`src/rtl/quadratic_root_solver_assert.svh`:
```
// Assertion macros shared by the quadratic root solver RTL.
`ifndef QUADRATIC_ROOT_SOLVER_ASSERT_SVH
`define QUADRATIC_ROOT_SOLVER_ASSERT_SVH
// Consequent must hold in the same cycle as the antecedent.
`define QRS_ASSERT_SAME(lbl, ante, cons, msg) \
  lbl: assert property (@(posedge clk) disable iff (rst) (ante) |-> (cons)) \
    else $error(msg);
// Consequent must hold in the cycle after the antecedent.
`define QRS_ASSERT_NEXT(lbl, ante, cons, msg) \
  lbl: assert property (@(posedge clk) disable iff (rst) (ante) |=> (cons)) \
    else $error(msg);
// Condition must never be seen.
`define QRS_NEVER(lbl, cond, msg) \
  `QRS_ASSERT_SAME(lbl, 1'b1, !(cond), msg)
`endif

```
`src/rtl/qrs_pkg.sv`:
```
// Shared widths, case codes and item types for the quadratic root solver.
package qrs_pkg;

  localparam int COEF_W   = 16;
  localparam int ROOT_W   = 32;
  localparam int FRAC_IN  = 8;
  localparam int FRAC_OUT = 16;

  localparam int DISC_W  = 2*COEF_W + 4;
  localparam int MAG_W   = 2*COEF_W + 1;
  localparam int SQ_W    = (MAG_W + FRAC_OUT + 1) / 2;
  localparam int SQ_IN_W = 2*SQ_W;
  localparam int NB_W    = COEF_W + FRAC_IN + 1;
  localparam int NUM_W   = ((NB_W > SQ_W + 1) ? NB_W : SQ_W + 1) + 1;
  localparam int DEN_W   = COEF_W + 2;
  localparam int DVS_W   = COEF_W + 1;
  localparam int DVD_W   = NUM_W + FRAC_IN;
  localparam int QUO_W   = DVD_W;

  localparam int FIFO_DEPTH = 4;
  localparam int FIFO_AW    = $clog2(FIFO_DEPTH);
  localparam int CNT_W      = FIFO_AW + 1;

  typedef logic [2:0] kind_t;

  localparam kind_t CASE_TWO     = 3'd0;
  localparam kind_t CASE_DOUBLE  = 3'd1;
  localparam kind_t CASE_COMPLEX = 3'd2;
  localparam kind_t CASE_LINEAR  = 3'd3;
  localparam kind_t CASE_NONE    = 3'd4;

  localparam logic [ROOT_W-1:0] ROOT_MAX = {1'b0, {(ROOT_W-1){1'b1}}};
  localparam logic [ROOT_W-1:0] ROOT_MIN = {1'b1, {(ROOT_W-1){1'b0}}};

  typedef struct packed {
    kind_t                    kind;
    logic signed [COEF_W-1:0] a;
    logic signed [COEF_W-1:0] b;
    logic signed [COEF_W-1:0] c;
    logic signed [DISC_W-1:0] disc;
  } item_t;

  typedef struct packed {
    kind_t                    kind;
    logic signed [DISC_W-1:0] disc;
    logic signed [NUM_W-1:0]  nb;
    logic signed [NUM_W-1:0]  nlin;
    logic signed [DEN_W-1:0]  den;
  } sq_side_t;

  typedef struct packed {
    kind_t                    kind;
    logic signed [DISC_W-1:0] disc;
  } div_side_t;

  typedef struct packed {
    logic empty;
    logic near_full;
  } q_stat_t;

endpackage

```
`src/rtl/qrs_front.sv`:
```
// Front end: accepts coefficients, forms the discriminant and classifies the item.
module qrs_front import qrs_pkg::*; (
  input  logic                     clk,
  input  logic                     rst,
  input  logic                     start,
  input  logic signed [COEF_W-1:0] coef_a,
  input  logic signed [COEF_W-1:0] coef_b,
  input  logic signed [COEF_W-1:0] coef_c,
  input  q_stat_t                  qstat,
  output logic                     busy,
  output logic                     push,
  output item_t                    push_item
);

  logic                       v0, v1;
  logic signed [COEF_W-1:0]   a0, b0, c0, a1, b1, c1;
  logic signed [2*COEF_W-1:0] pbb, pac;
  logic signed [DISC_W-1:0]   disc;
  kind_t                      kind;

  // leave room for the two beats still in flight here
  assign busy = qstat.near_full;

  always_ff @(posedge clk) begin
    if (rst) begin
      v0 <= 1'b0;
      v1 <= 1'b0;
    end else begin
      v0 <= start && !busy;
      v1 <= v0;
    end
  end

  always_ff @(posedge clk) begin
    if (start && !busy) begin
      a0 <= coef_a;
      b0 <= coef_b;
      c0 <= coef_c;
    end
    pbb <= b0 * b0;
    pac <= a0 * c0;
    a1  <= a0;
    b1  <= b0;
    c1  <= c0;
  end

  always_comb begin
    disc = DISC_W'(pbb) - (DISC_W'(pac) <<< 2);
    if (a1 == '0) begin
      kind = (b1 == '0) ? CASE_NONE : CASE_LINEAR;
    end else if (disc > 0) begin
      kind = CASE_TWO;
    end else if (disc == '0) begin
      kind = CASE_DOUBLE;
    end else begin
      kind = CASE_COMPLEX;
    end
  end

  assign push           = v1;
  assign push_item.kind = kind;
  assign push_item.a    = a1;
  assign push_item.b    = b1;
  assign push_item.c    = c1;
  assign push_item.disc = disc;

endmodule

```
`config.mk`:
```
export PLATFORM = sky130hd
export DESIGN_NAME = qrs_front
export DESIGN_NICKNAME = d
export VERILOG_FILES = /design/src/rtl/quadratic_root_solver_assert.svh /design/src/rtl/qrs_pkg.sv /design/src/rtl/qrs_front.sv
export SDC_FILE = /design/constraint.sdc
export NUM_CORES = 2
export LEC_CHECK = 0
export BUFFER_PORTS_ARGS = -buffer_cell sky130_fd_sc_hd__buf_2
export CORE_ASPECT_RATIO = 1.4
export CORE_MARGIN = 5
export CORE_UTILIZATION = 50
export CTS_BUF_LIST = sky130_fd_sc_hd__clkbuf_2
export CTS_CLUSTER_SIZE = 8
export DETAILED_ROUTE_END_ITERATION = 8
export PLACE_DENSITY = 0.67
export SLEW_MARGIN = 20
export SYNTH_ARGS = -nofsm -noshare
export SYNTH_HDL_FRONTEND = slang
export SYNTH_SLANG_ARGS = --single-unit
```
`constraint.sdc`:
```
create_clock -name clk -period 17.15 [get_ports clk]
set_input_delay 2.5725 -clock clk [delete_from_list [all_inputs] [get_ports clk]]
set_output_delay 2.5725 -clock clk [all_outputs]
set_load 0.03 [all_outputs]
```
=== Word-level counts from Yosys, hierarchy flattened ===
Cells that the tools add are included.

* Register bits: 162
* Input port bits: 53
* Output and inout port bits: 89

* Add/sub/neg operators: 1
* Multipliers: 2
* Magnitude comparators: 1
* Mux-type cells: 4
* Reductions and logical operators: 5

{| class="wikitable"
|+ Operator list
! cell !! count
|-
| multiplier 16 x 16 -> 32 bit || 2
|-
| zero test 36 bit || 1
|-
| greater-than comparator 35 x 1 -> 1 bit, second input constant || 1
|-
| subtractor 32 x 34 -> 35 bit || 1
|-
| zero test 16 bit || 2
|-
| 2-to-1 mux 3 bit || 2
|-
| 2-to-1 mux 2 bit || 2
|-
| logical AND 1 bit || 1
|-
| zero test 1 bit || 1
|}

=== Depth between registers and ports, before layout ===
* Depth in word-level cells: 5
* Gate-level depth with buffers: 25
* Depth with buffers taken out: 25

=== Worst setup path after synthesis ===
OpenSTA, ideal clock, no wires.

* Path type: reg-to-output
* From: register pbb[2]
* To: output port push_item[84] (netlist name)
* Data arrival time: 3600 ps
* Required time: 14577 ps
* Setup slack: 10977 ps
* Stages on the path, launching flop included: 14
* Path through: dfxtp_1 -> inv_1 -> ha_1 -> fa_1 -> nand2b_1 -> a21oi_1 -> o211ai_1 -> o31a_1 -> o21ai_4 -> a221o_2 -> nand4_1 -> a32o_1 -> or4_1 -> o21ai_1

{| class="wikitable"
|+ RTL lines
! what !! RTL line !! source
|-
| start, declared || qrs_front.sv:17 || <nowiki>logic signed [2*COEF_W-1:0] pbb, pac;</nowiki>
|-
| start signal, assigned || qrs_front.sv:40 || <nowiki>pbb <= b0 * b0;</nowiki>
|-
| end, declared || qrs_front.sv:12 || <nowiki>output item_t push_item</nowiki>
|}

==> run metrics <==
Skew-Pair Late Insertion Delay=0.96 ns; most frequent cell on the critical path=a21oi_1; Cell variety after synth=73; crit-path max cell delay=0.62 ns; gpl congestion=0.8727; Hold Buf Count CTS=0; HPWL Detailed=46310 um; Final min period=7.818 ns; Final Net Count=3360; reg2reg end=pbb[30]; Final setup viols=0; root buf cell=clkbuf_2; via count=16720; ratio of cells with drive above 1 in the final layout=7.742%; Crit. End Element=output pin; slowest CP cell=o31ai_1; die width=196.5 um; setup tns final=0 ns; core area=48140 um2; Post-route DRC=1; Max Root-Sink Buffers=2; worst slew pin tran=0.9791 ns; first-pass GRT wire length=93240 um; Mapped Cells=2511; WHS=0.4674 ns; num ports=142; flop-to-flop setup slack=9.96 ns; area occupied by multi-input gates=17960 um2; CP arrival=5.25 ns; Layout Skew=0.07451 ns; worst r2r path cells=21; Synth area leaders=fa_1, ha_1, inv_1, dfxtp_1, edfxtp_1; endpoints failing hold=0; clk sinks=160; antenna viol nets, final=0; first-pass detailed-route iteration total=7; worst endpoint required time=14.58 ns; FFs w/ async S/R, synth=0%; Filler Cells Inserted=4373; Final Cycle Share=45.59%; Net Count, Synth=3262; post-CTS sizing=0; hold endpoint=push; crit start category=flop; Placed Cells=3220; status=finished with violations; CTS tree=yes; critical path's top delay family=compound AO/OA/AOI/OAI gates; H-tree Lvls=4; Congestion Overflow GR=0; worst hold path class=flop to flop; initial antenna violation count=2; commonest non-fill, non-tap cell in the layout=inv_1; Seq cells post-synth=160; syn_area_per_cell=9.694 um2; EDFF count, synth=48; pin count of the biggest net entering global routing=50; Core Rows=95; Crit Reg-Reg Startpoint=b0[3]; Initial Utilization=50.56%; post-synthesis cell area=24340 um2; cts bufs inserted=17; Hold Startpoint=v0; worst setup path category=flop to output pin; ys flop type=dfxtp_1; Die Footprint=53260 um2; Seq/Total Area, Yosys=15.13%; hold path cells=1; crit path buf inv count=2; Buffers on Ports=139; RSZ-0062 raised after global routing=false; vias in the first global route=19010; Synth-to-Final Area Change=6.451%; Slew Viols, Final=0; critical path peak fanout=5; CTS clk-pin slew, worst paths=0.29 ns; Vias/cell=5.137; Post-CTS Setup Bufs=0; Total GRT Usage=21.55%; register area=3684 um2; CP cell instances=inv_1 > ha_1 > fa_1 > nand2b_1 > a21oi_1 > o211ai_1 > o31ai_1 > a21oi_1 > xnor2_1 > or3_1 > nor4_1 > nand4_1 > o21ai_1 > buf_2; Yosys top cell area share=40.88%; Iter 0 DRT Violations=751; leading area contributor after synthesis=fa_1; Max Cap Viol=0; relative slew slack=34.12%; Die Y=271.1 um; YS warnings=0; most frequent cells in the layout=inv_1, fa_1, nand2_1; drt wl/cell=16.67 um; failing checks=design-rule violations; WL final=54230 um; Fmax=127.9 MHz; Finished Layout Cells=3254
==> stage by stage <==
step | instance area [um2] | worst slack, ns | utilization (%)
after floorplan | 24340 | 10.98 | -
after global placement | 25620 | 10.07 | 53.21
after detailed placement | 25620 | 10.01 | 53.21
after CTS | 25910 | 9.183 | 53.81
after global routing | 25910 | 9.058 | 53.82
final | 25910 | 9.332 | 53.82
==> worst max path at each step <==
stage	startpoint	to	depth (start not counted)
finish	pbb[2]	push_item[84]	14
global route	pbb[2]	push_item[84]	14
CTS	pbb[2]	push_item[84]	14
detailed placement	b0[3]	pbb[30]	21
global placement	b0[3]	pbb[30]	21
floorplan	pbb[2]	push_item[84]	13
==> layer usage <==
metal | vias up | wire length [um] | track usage, %
li1 | 7760 | - | -
met1 | 8509 | 20040 | 24.33
met5 | - | 0 | 0
met4 | 0 | 2015 | 8.107
met3 | 107 | 2020 | 2.688
met2 | 340 | 30160 | 41.00
==> final cells by class <==
class,count,share of cell area (%)
diodes,2,0.01932
clock buffers,17,0.3284
clock inverters,15,0.7871
inverters,644,9.329
multi-input cells,1637,69.30
flip-flops and latches,160,14.22
well taps,630,3.042
repair buffers,149,2.975
==> cell usage after synthesis (all sizes together) (8+ instances only) <==
master,count
a211oi,8
a21o,30
a21oi,70
and2,175
buf,10
clkbuf,60
dfxtp,112
edfxtp,48
fa,497
ha,201
inv,644
nand2,217
nand2b,31
nand3,20
nor2,81
nor2b,14
nor3,12
nor4,14
o211ai,10
o21a,11
o21ai,41
o21bai,13
xnor2,73
xor2,23
==> sequential cells by signal, indices dropped and copies added (netlist names) <==
signal,cells
pac,32
pbb,31
a0,16
a1,16
b0,16
c0,16
c1,16
b1,15
push,1
v0,1
==> kinds of logic after synthesis <==
family | Yosys count | synth area share, %
buffers and inverters | 714 | 11.12
adders and majority gates | 698 | 51.21
and+or+nand+nor | 600 | 12.28
AOI/OAI and AO/OA | 238 | 6.621
DFF | 160 | 15.13
xor gates and xnor gates | 96 | 3.454
muxes | 4 | 0.1645
other | 1 | 0.01541
Power is left out: the tool's default activity adds up to more than one toggle a clock period on the data nets, which glitch-free logic cannot reach.
