$ cat src/rtl/quadratic_root_solver_assert.svh
// Assertion macros shared by the quadratic root solver RTL.
`ifndef QUADRATIC_ROOT_SOLVER_ASSERT_SVH
`define QUADRATIC_ROOT_SOLVER_ASSERT_SVH
// Consequent must hold in the same cycle as the antecedent.
`define QRS_ASSERT_SAME(lbl, ante, cons, msg) \
  lbl: assert property (@(posedge clk) disable iff (rst) (ante) |-> (cons)) \
    else $error(msg);
// Consequent must hold in the cycle after the antecedent.
`define QRS_ASSERT_NEXT(lbl, ante, cons, msg) \
  lbl: assert property (@(posedge clk) disable iff (rst) (ante) |=> (cons)) \
    else $error(msg);
// Condition must never be seen.
`define QRS_NEVER(lbl, cond, msg) \
  `QRS_ASSERT_SAME(lbl, 1'b1, !(cond), msg)
`endif

$ cat src/rtl/qrs_pkg.sv
// Shared widths, case codes and item types for the quadratic root solver.
package qrs_pkg;

  localparam int COEF_W   = 16;
  localparam int ROOT_W   = 32;
  localparam int FRAC_IN  = 8;
  localparam int FRAC_OUT = 16;

  localparam int DISC_W  = 2*COEF_W + 4;
  localparam int MAG_W   = 2*COEF_W + 1;
  localparam int SQ_W    = (MAG_W + FRAC_OUT + 1) / 2;
  localparam int SQ_IN_W = 2*SQ_W;
  localparam int NB_W    = COEF_W + FRAC_IN + 1;
  localparam int NUM_W   = ((NB_W > SQ_W + 1) ? NB_W : SQ_W + 1) + 1;
  localparam int DEN_W   = COEF_W + 2;
  localparam int DVS_W   = COEF_W + 1;
  localparam int DVD_W   = NUM_W + FRAC_IN;
  localparam int QUO_W   = DVD_W;

  localparam int FIFO_DEPTH = 4;
  localparam int FIFO_AW    = $clog2(FIFO_DEPTH);
  localparam int CNT_W      = FIFO_AW + 1;

  typedef logic [2:0] kind_t;

  localparam kind_t CASE_TWO     = 3'd0;
  localparam kind_t CASE_DOUBLE  = 3'd1;
  localparam kind_t CASE_COMPLEX = 3'd2;
  localparam kind_t CASE_LINEAR  = 3'd3;
  localparam kind_t CASE_NONE    = 3'd4;

  localparam logic [ROOT_W-1:0] ROOT_MAX = {1'b0, {(ROOT_W-1){1'b1}}};
  localparam logic [ROOT_W-1:0] ROOT_MIN = {1'b1, {(ROOT_W-1){1'b0}}};

  typedef struct packed {
    kind_t                    kind;
    logic signed [COEF_W-1:0] a;
    logic signed [COEF_W-1:0] b;
    logic signed [COEF_W-1:0] c;
    logic signed [DISC_W-1:0] disc;
  } item_t;

  typedef struct packed {
    kind_t                    kind;
    logic signed [DISC_W-1:0] disc;
    logic signed [NUM_W-1:0]  nb;
    logic signed [NUM_W-1:0]  nlin;
    logic signed [DEN_W-1:0]  den;
  } sq_side_t;

  typedef struct packed {
    kind_t                    kind;
    logic signed [DISC_W-1:0] disc;
  } div_side_t;

  typedef struct packed {
    logic empty;
    logic near_full;
  } q_stat_t;

endpackage

$ cat src/rtl/qrs_fifo.sv
// Short queue between the front end and the back end.
`include "quadratic_root_solver_assert.svh"
module qrs_fifo import qrs_pkg::*; (
  input  logic    clk,
  input  logic    rst,
  input  logic    push,
  input  item_t   push_item,
  input  logic    pop,
  output item_t   pop_item,
  output q_stat_t qstat
);

  item_t              mem [FIFO_DEPTH];
  logic [FIFO_AW-1:0] wr_ptr, rd_ptr;
  logic [CNT_W-1:0]   count, count_next;

  always_comb begin
    case ({push, pop})
      2'b10:   count_next = count + CNT_W'(1);
      2'b01:   count_next = count - CNT_W'(1);
      default: count_next = count;
    endcase
  end

  always_ff @(posedge clk) begin
    if (rst) begin
      wr_ptr <= '0;
      rd_ptr <= '0;
      count  <= '0;
    end else begin
      if (push) wr_ptr <= wr_ptr + FIFO_AW'(1);
      if (pop)  rd_ptr <= rd_ptr + FIFO_AW'(1);
      count <= count_next;
    end
  end

  always_ff @(posedge clk) begin
    if (push) mem[wr_ptr] <= push_item;
  end

  assign pop_item        = mem[rd_ptr];
  assign qstat.empty     = (count == '0);
  assign qstat.near_full = (count >= CNT_W'(FIFO_DEPTH - 2));

  `QRS_NEVER(a_no_overrun, push && !pop && count == CNT_W'(FIFO_DEPTH), "queue overrun")
  `QRS_NEVER(a_no_underrun, pop && count == '0, "queue underrun")
  `QRS_ASSERT_NEXT(a_count_up, push && !pop, count == $past(count) + CNT_W'(1), "count stuck")

endmodule

$ cat config.mk
export PLATFORM = sky130hd
export DESIGN_NAME = qrs_fifo
export DESIGN_NICKNAME = d
export VERILOG_FILES = /design/src/rtl/qrs_pkg.sv /design/src/rtl/qrs_fifo.sv
export VERILOG_INCLUDE_DIRS = /design/src /design/src/rtl
export SDC_FILE = /design/constraint.sdc
export NUM_CORES = 1
export LEC_CHECK = 0
export BUFFER_PORTS_ARGS = -buffer_cell sky130_fd_sc_hd__buf_4
export CORE_MARGIN = 2
export CORE_UTILIZATION = 60
export CTS_CLUSTER_DIAMETER = 100
export DETAILED_ROUTE_END_ITERATION = 8
export PLACE_DENSITY_LB_ADDON = 0.15
export SYNTH_ARGS = -nofsm -noshare
export SYNTH_HDL_FRONTEND = slang
export SYNTH_SLANG_ARGS = --single-unit
$ cat constraint.sdc
create_clock -name clk -period 9.1 [get_ports clk]
set_clock_uncertainty 0.05 [all_clocks]
set_input_delay 0.455 -clock clk [delete_from_list [all_inputs] [get_ports clk]]
set_output_delay 0.455 -clock clk [all_outputs]
set_load 0.1 [all_outputs]
# Word-level counts from Yosys, hierarchy flattened
# Memory sizes are Yosys's and may differ from the RTL's. A register that Yosys moved wholly into a read port is not among the register bits.
# Cells that the tools add are included.
# word_totals
out_inout_bits,89
mem_bits_rw,348
ff_bits,7
n_memories,1
# classes
n_eq_ne,2
n_reduce_logical,2
order_cmp,1
add_sub_neg,4
muxes,5
# mem_list
memory,depth,width,rd,rd_clocked_by_memory_dff,wr,line,rtl
mem,4,87,1,1,1,qrs_fifo.sv:13,item_t mem [FIFO_DEPTH];
# op_table
cell,n
case mux 3 bit (2 select lines),1
"adder 2 x 1 -> 2 bit, second input constant",2
two-way mux 2 bit,2
"adder 3 x 1 -> 3 bit, second input constant",1
"greater-or-equal comparator 3 x 2 -> 1 bit, second input constant",1
zero test 3 bit,1
"subtractor 3 x 1 -> 3 bit, second input constant",1
"== test 2 x 1 -> 1 bit, second input constant",1
"== test 2 bit, second input constant",1
two-way mux 1 bit,2
nonzero test 2 bit,1

# Logic depth before layout (Yosys ltp)
# depth
word_depth,3
mapped_depth,7

# Least setup slack after synthesis
# No wires, ideal clock.
# synth_path
path_type,flip-flop to flip-flop
start,register wr_ptr[0]
end,memory mem[0][0] (netlist name) (enable)
path_buffers,0
synth_period_minus_slack_ns,3.067
arrival_time_ns,2.563
required_time_ns,8.595
path_stages_with_launch,4
setup_time_ns,0.455
setup_slack_ns,6.033
cell_sequence,dfxtp_1 inv_1 ha_1 and2_1
# synth_rtl
element,line,rtl
start: declaration,qrs_fifo.sv:14,"logic [FIFO_AW-1:0] wr_ptr, rd_ptr;"
start signal: assignment,qrs_fifo.sv:31,if (push) wr_ptr <= wr_ptr + FIFO_AW'(1);
end: declaration,qrs_fifo.sv:13,
# No word-level cell before the write port.

==> flow_summary.yaml <==
power:
  p_switching_mw: 1.175
  ir_drop_mv: 0.1981
  power_leakage_nw: 5.265
  p_comb_share_pct: 19.9
  sw_frac_of_total_pct: 29.37
  clkPwrFrac_pct: 32.1
  power_mw: 3.999
  power.internal_mw: 2.825
  seqPwrFrac_pct: 48.0
  p_per_area_mw_per_mm2: 256.4
job:
  cap_violations: 0
grt:
  grt_start_max_net_pins: 63
  grt-ovfl-total: 0
  grt_pass1_wl_mm: 33.91
  antenna_found_initial: 0
  first_global_vias: 6071
  grt_usage_pct: 20.09
timing:
  final.min_clock_period_ns: 3.691
  relSlewSlack_pct: 30.55
  fin_ws_ns: 5.409
  hold_violations: 0
  post-route-period-util_pct: 40.56
  setup_violations: 0
  fmax_ghz: 0.2709
  timing.setup.tns_ns: 0
  rsz0062_at_grt: "no"
  worstMarginPinSlew_ns: 1.042
  slew_violations: 0
clocking:
  clk_path_buf_depth: 3
  post_cts_buffers: 0
  htree_levels: 2
  cts_hold_buf: 0
  cts_resized: 0
  numCtsBuffers: 36
  cts_tree: "done"
  clk_pin_slew_worst_paths_ns: 0.06
  clock_latency_ns: 0.50
  root_buffer: "clkbuf_16"
  cts_num_sinks: 357
outcome:
  status: "finished, final reports clean"
setup_path:
  cp_data_required_time_ns: 8.60
  cpMaxStageDelayCell: "buf_4"
  slowest_delay_ns: 0.92
  cp.arrival_ns: 3.19
  crit_chain: "buf_4, mux4_2, buf_4"
  crit_type: "reg -> out"
  critical_path.max_fanout: 52
  cp-start-kind: "flop"
  critPathCaptureType: "primary output"
  crit_top_cell: "buf_4"
routing:
  drc_errors: 0
  ant_nets: 0
  num_vias: 5812
  post_drt_via_cell_ratio: 5.818
  first_pass_iters: 4
  wl_mm: 22.79
  first_iter_violations: 370
  routedWlPerCell_um: 22.82
yosys:
  synth_edf_count: 348
  ys_ff_latch: 357
  ys_warn_count: 0
  synth_fp_nets: 599
  syn-cell-area_mm2: 0.01299
  synth_cell_types: 21
  syn_inst: 502
  seq_area_frac_synth_pct: 81.85
  synthArstFlopShare_pct: 0
  synth_ff_type: "edfxtp_1"
  syn_avg_cell_area_um2: 25.87
layout:
  layout_commonest_cell: "edfxtp_1"
  fin_nets: 801
  drive_gt1_share_pct: 44.34
  final_cell_mix: "edfxtp_1, buf_4, mux4_2"
  antenna_cells: 0
  syn_to_final_growth_pct: 20.12
  finalInstanceArea_mm2: 0.01560
  post-route-util_pct: 73.74
floorplan:
  io-pin-count: 180
  coreArea_mm2: 0.02115
  die_h_um: 151.1
  row_count: 53
  initial_core_util_pct: 61.39
  fp.dieW_um: 151.1
  die_area_mm2: 0.02284
placed_design:
  placed_area_mm2: 0.01459
  port_buffers: 179
  gp_congestion: 0.6925
  pre_cts_ws_ns: 5.778
  post-dp-hpwl_mm: 13.45
min_path:
  hp-class: "in -> reg"
[final timing paths]
check	start	to	slack (ns)	cells after the start
worst max register to register	wr_ptr[1]$_SDFFE_PP0P_	mem[1][81]$_DFFE_PP_	6.79	4
worst min-delay path	push_item[15]	mem[3][15]$_DFFE_PP_	0.1	1
worst min register to register	count[2]$_SDFFE_PP0P_	count[2]$_SDFFE_PP0P_	0.47	2
worst max-delay path	flop	pop_item[8]	5.41	3
[synth_stat cells, types with 2 or more instances]
master / instances / area [um2]
buf_8: 3 / 45.04
a21oi_1: 2 / 10.01
ha_1: 5 / 62.56
xor2_1: 3 / 26.28
edfxtp_1: 348 / 10450
nor2_1: 9 / 33.78
inv_1: 6 / 22.52
clkbuf_1: 6 / 22.52
mux4_2: 87 / 1959
and2_1: 4 / 25.02
xnor2_1: 2 / 17.52
dfxtp_1: 9 / 180.2
buf_2: 10 / 50.05
[layer usage]
layer / routed length [um] / up-vias / GRT usage (%)
li1: - / 2535 / -
met2: 11600 / 157 / 33.18
met3: 1469 / 34 / 4.669
met5: 0 / - / 0
met4: 423 / 0 / 6.075
met1: 9305 / 3086 / 27.40
[stage by stage]
step | std cells | hold WS (ns)
global route | 999 | 0.08011
detailed placement | 941 | 0.4665
floorplan | 502 | 0.4034
global placement | 941 | 0.4121
finish | 999 | 0.09924
CTS | 999 | 0.07939
[final cells by class]
cell class                 count  area (um2)
multi-input combinational    118        2196
fill                        1176        5554
timing repair buffer         185        1389
clock buffer                  46       959.7
inverter                       6       22.52
tap                          275       344.1
clock inverter                12       51.30
sequential                   357       10640
[registers in the layout, summed over array words and instances, names as in the netlist, named ones only]
signal  flops
count       3
mem       348
rd_ptr      2
wr_ptr      2
[power by group through the flow]
stage / Combinational (mW) / Sequential (mW) / Clock, mW
final: 0.796 / 1.92 / 1.28
after CTS: 0.803 / 1.92 / 1.31
after global placement: 0.795 / 1.95 / 0
after detailed placement: 0.802 / 1.96 / 0
after global routing: 0.823 / 1.93 / 1.38
after floorplan: 0.643 / 1.94 / 0
[cell families (layout without fill, tap and decap cells)]
group / Yosys count / in the layout / synth area share, %
flops: 357 / 357 / 81.85
mux: 88 / 88 / 15.16
buf+inv: 27 / 249 / 1.320
simple gates: 16 / 16 / 0.5780
fa+ha+maj: 6 / 6 / 0.6358
xor+xnor: 5 / 5 / 0.3372
compound gates: 3 / 3 / 0.1156
[worst max-delay path, delay by kind of cell (launching register included)]
family,cells,cell delay (ns)
buf+inv,2,1.17
flops,1,0.82
mux,1,0.62
(Power assumes the default switching activity.)
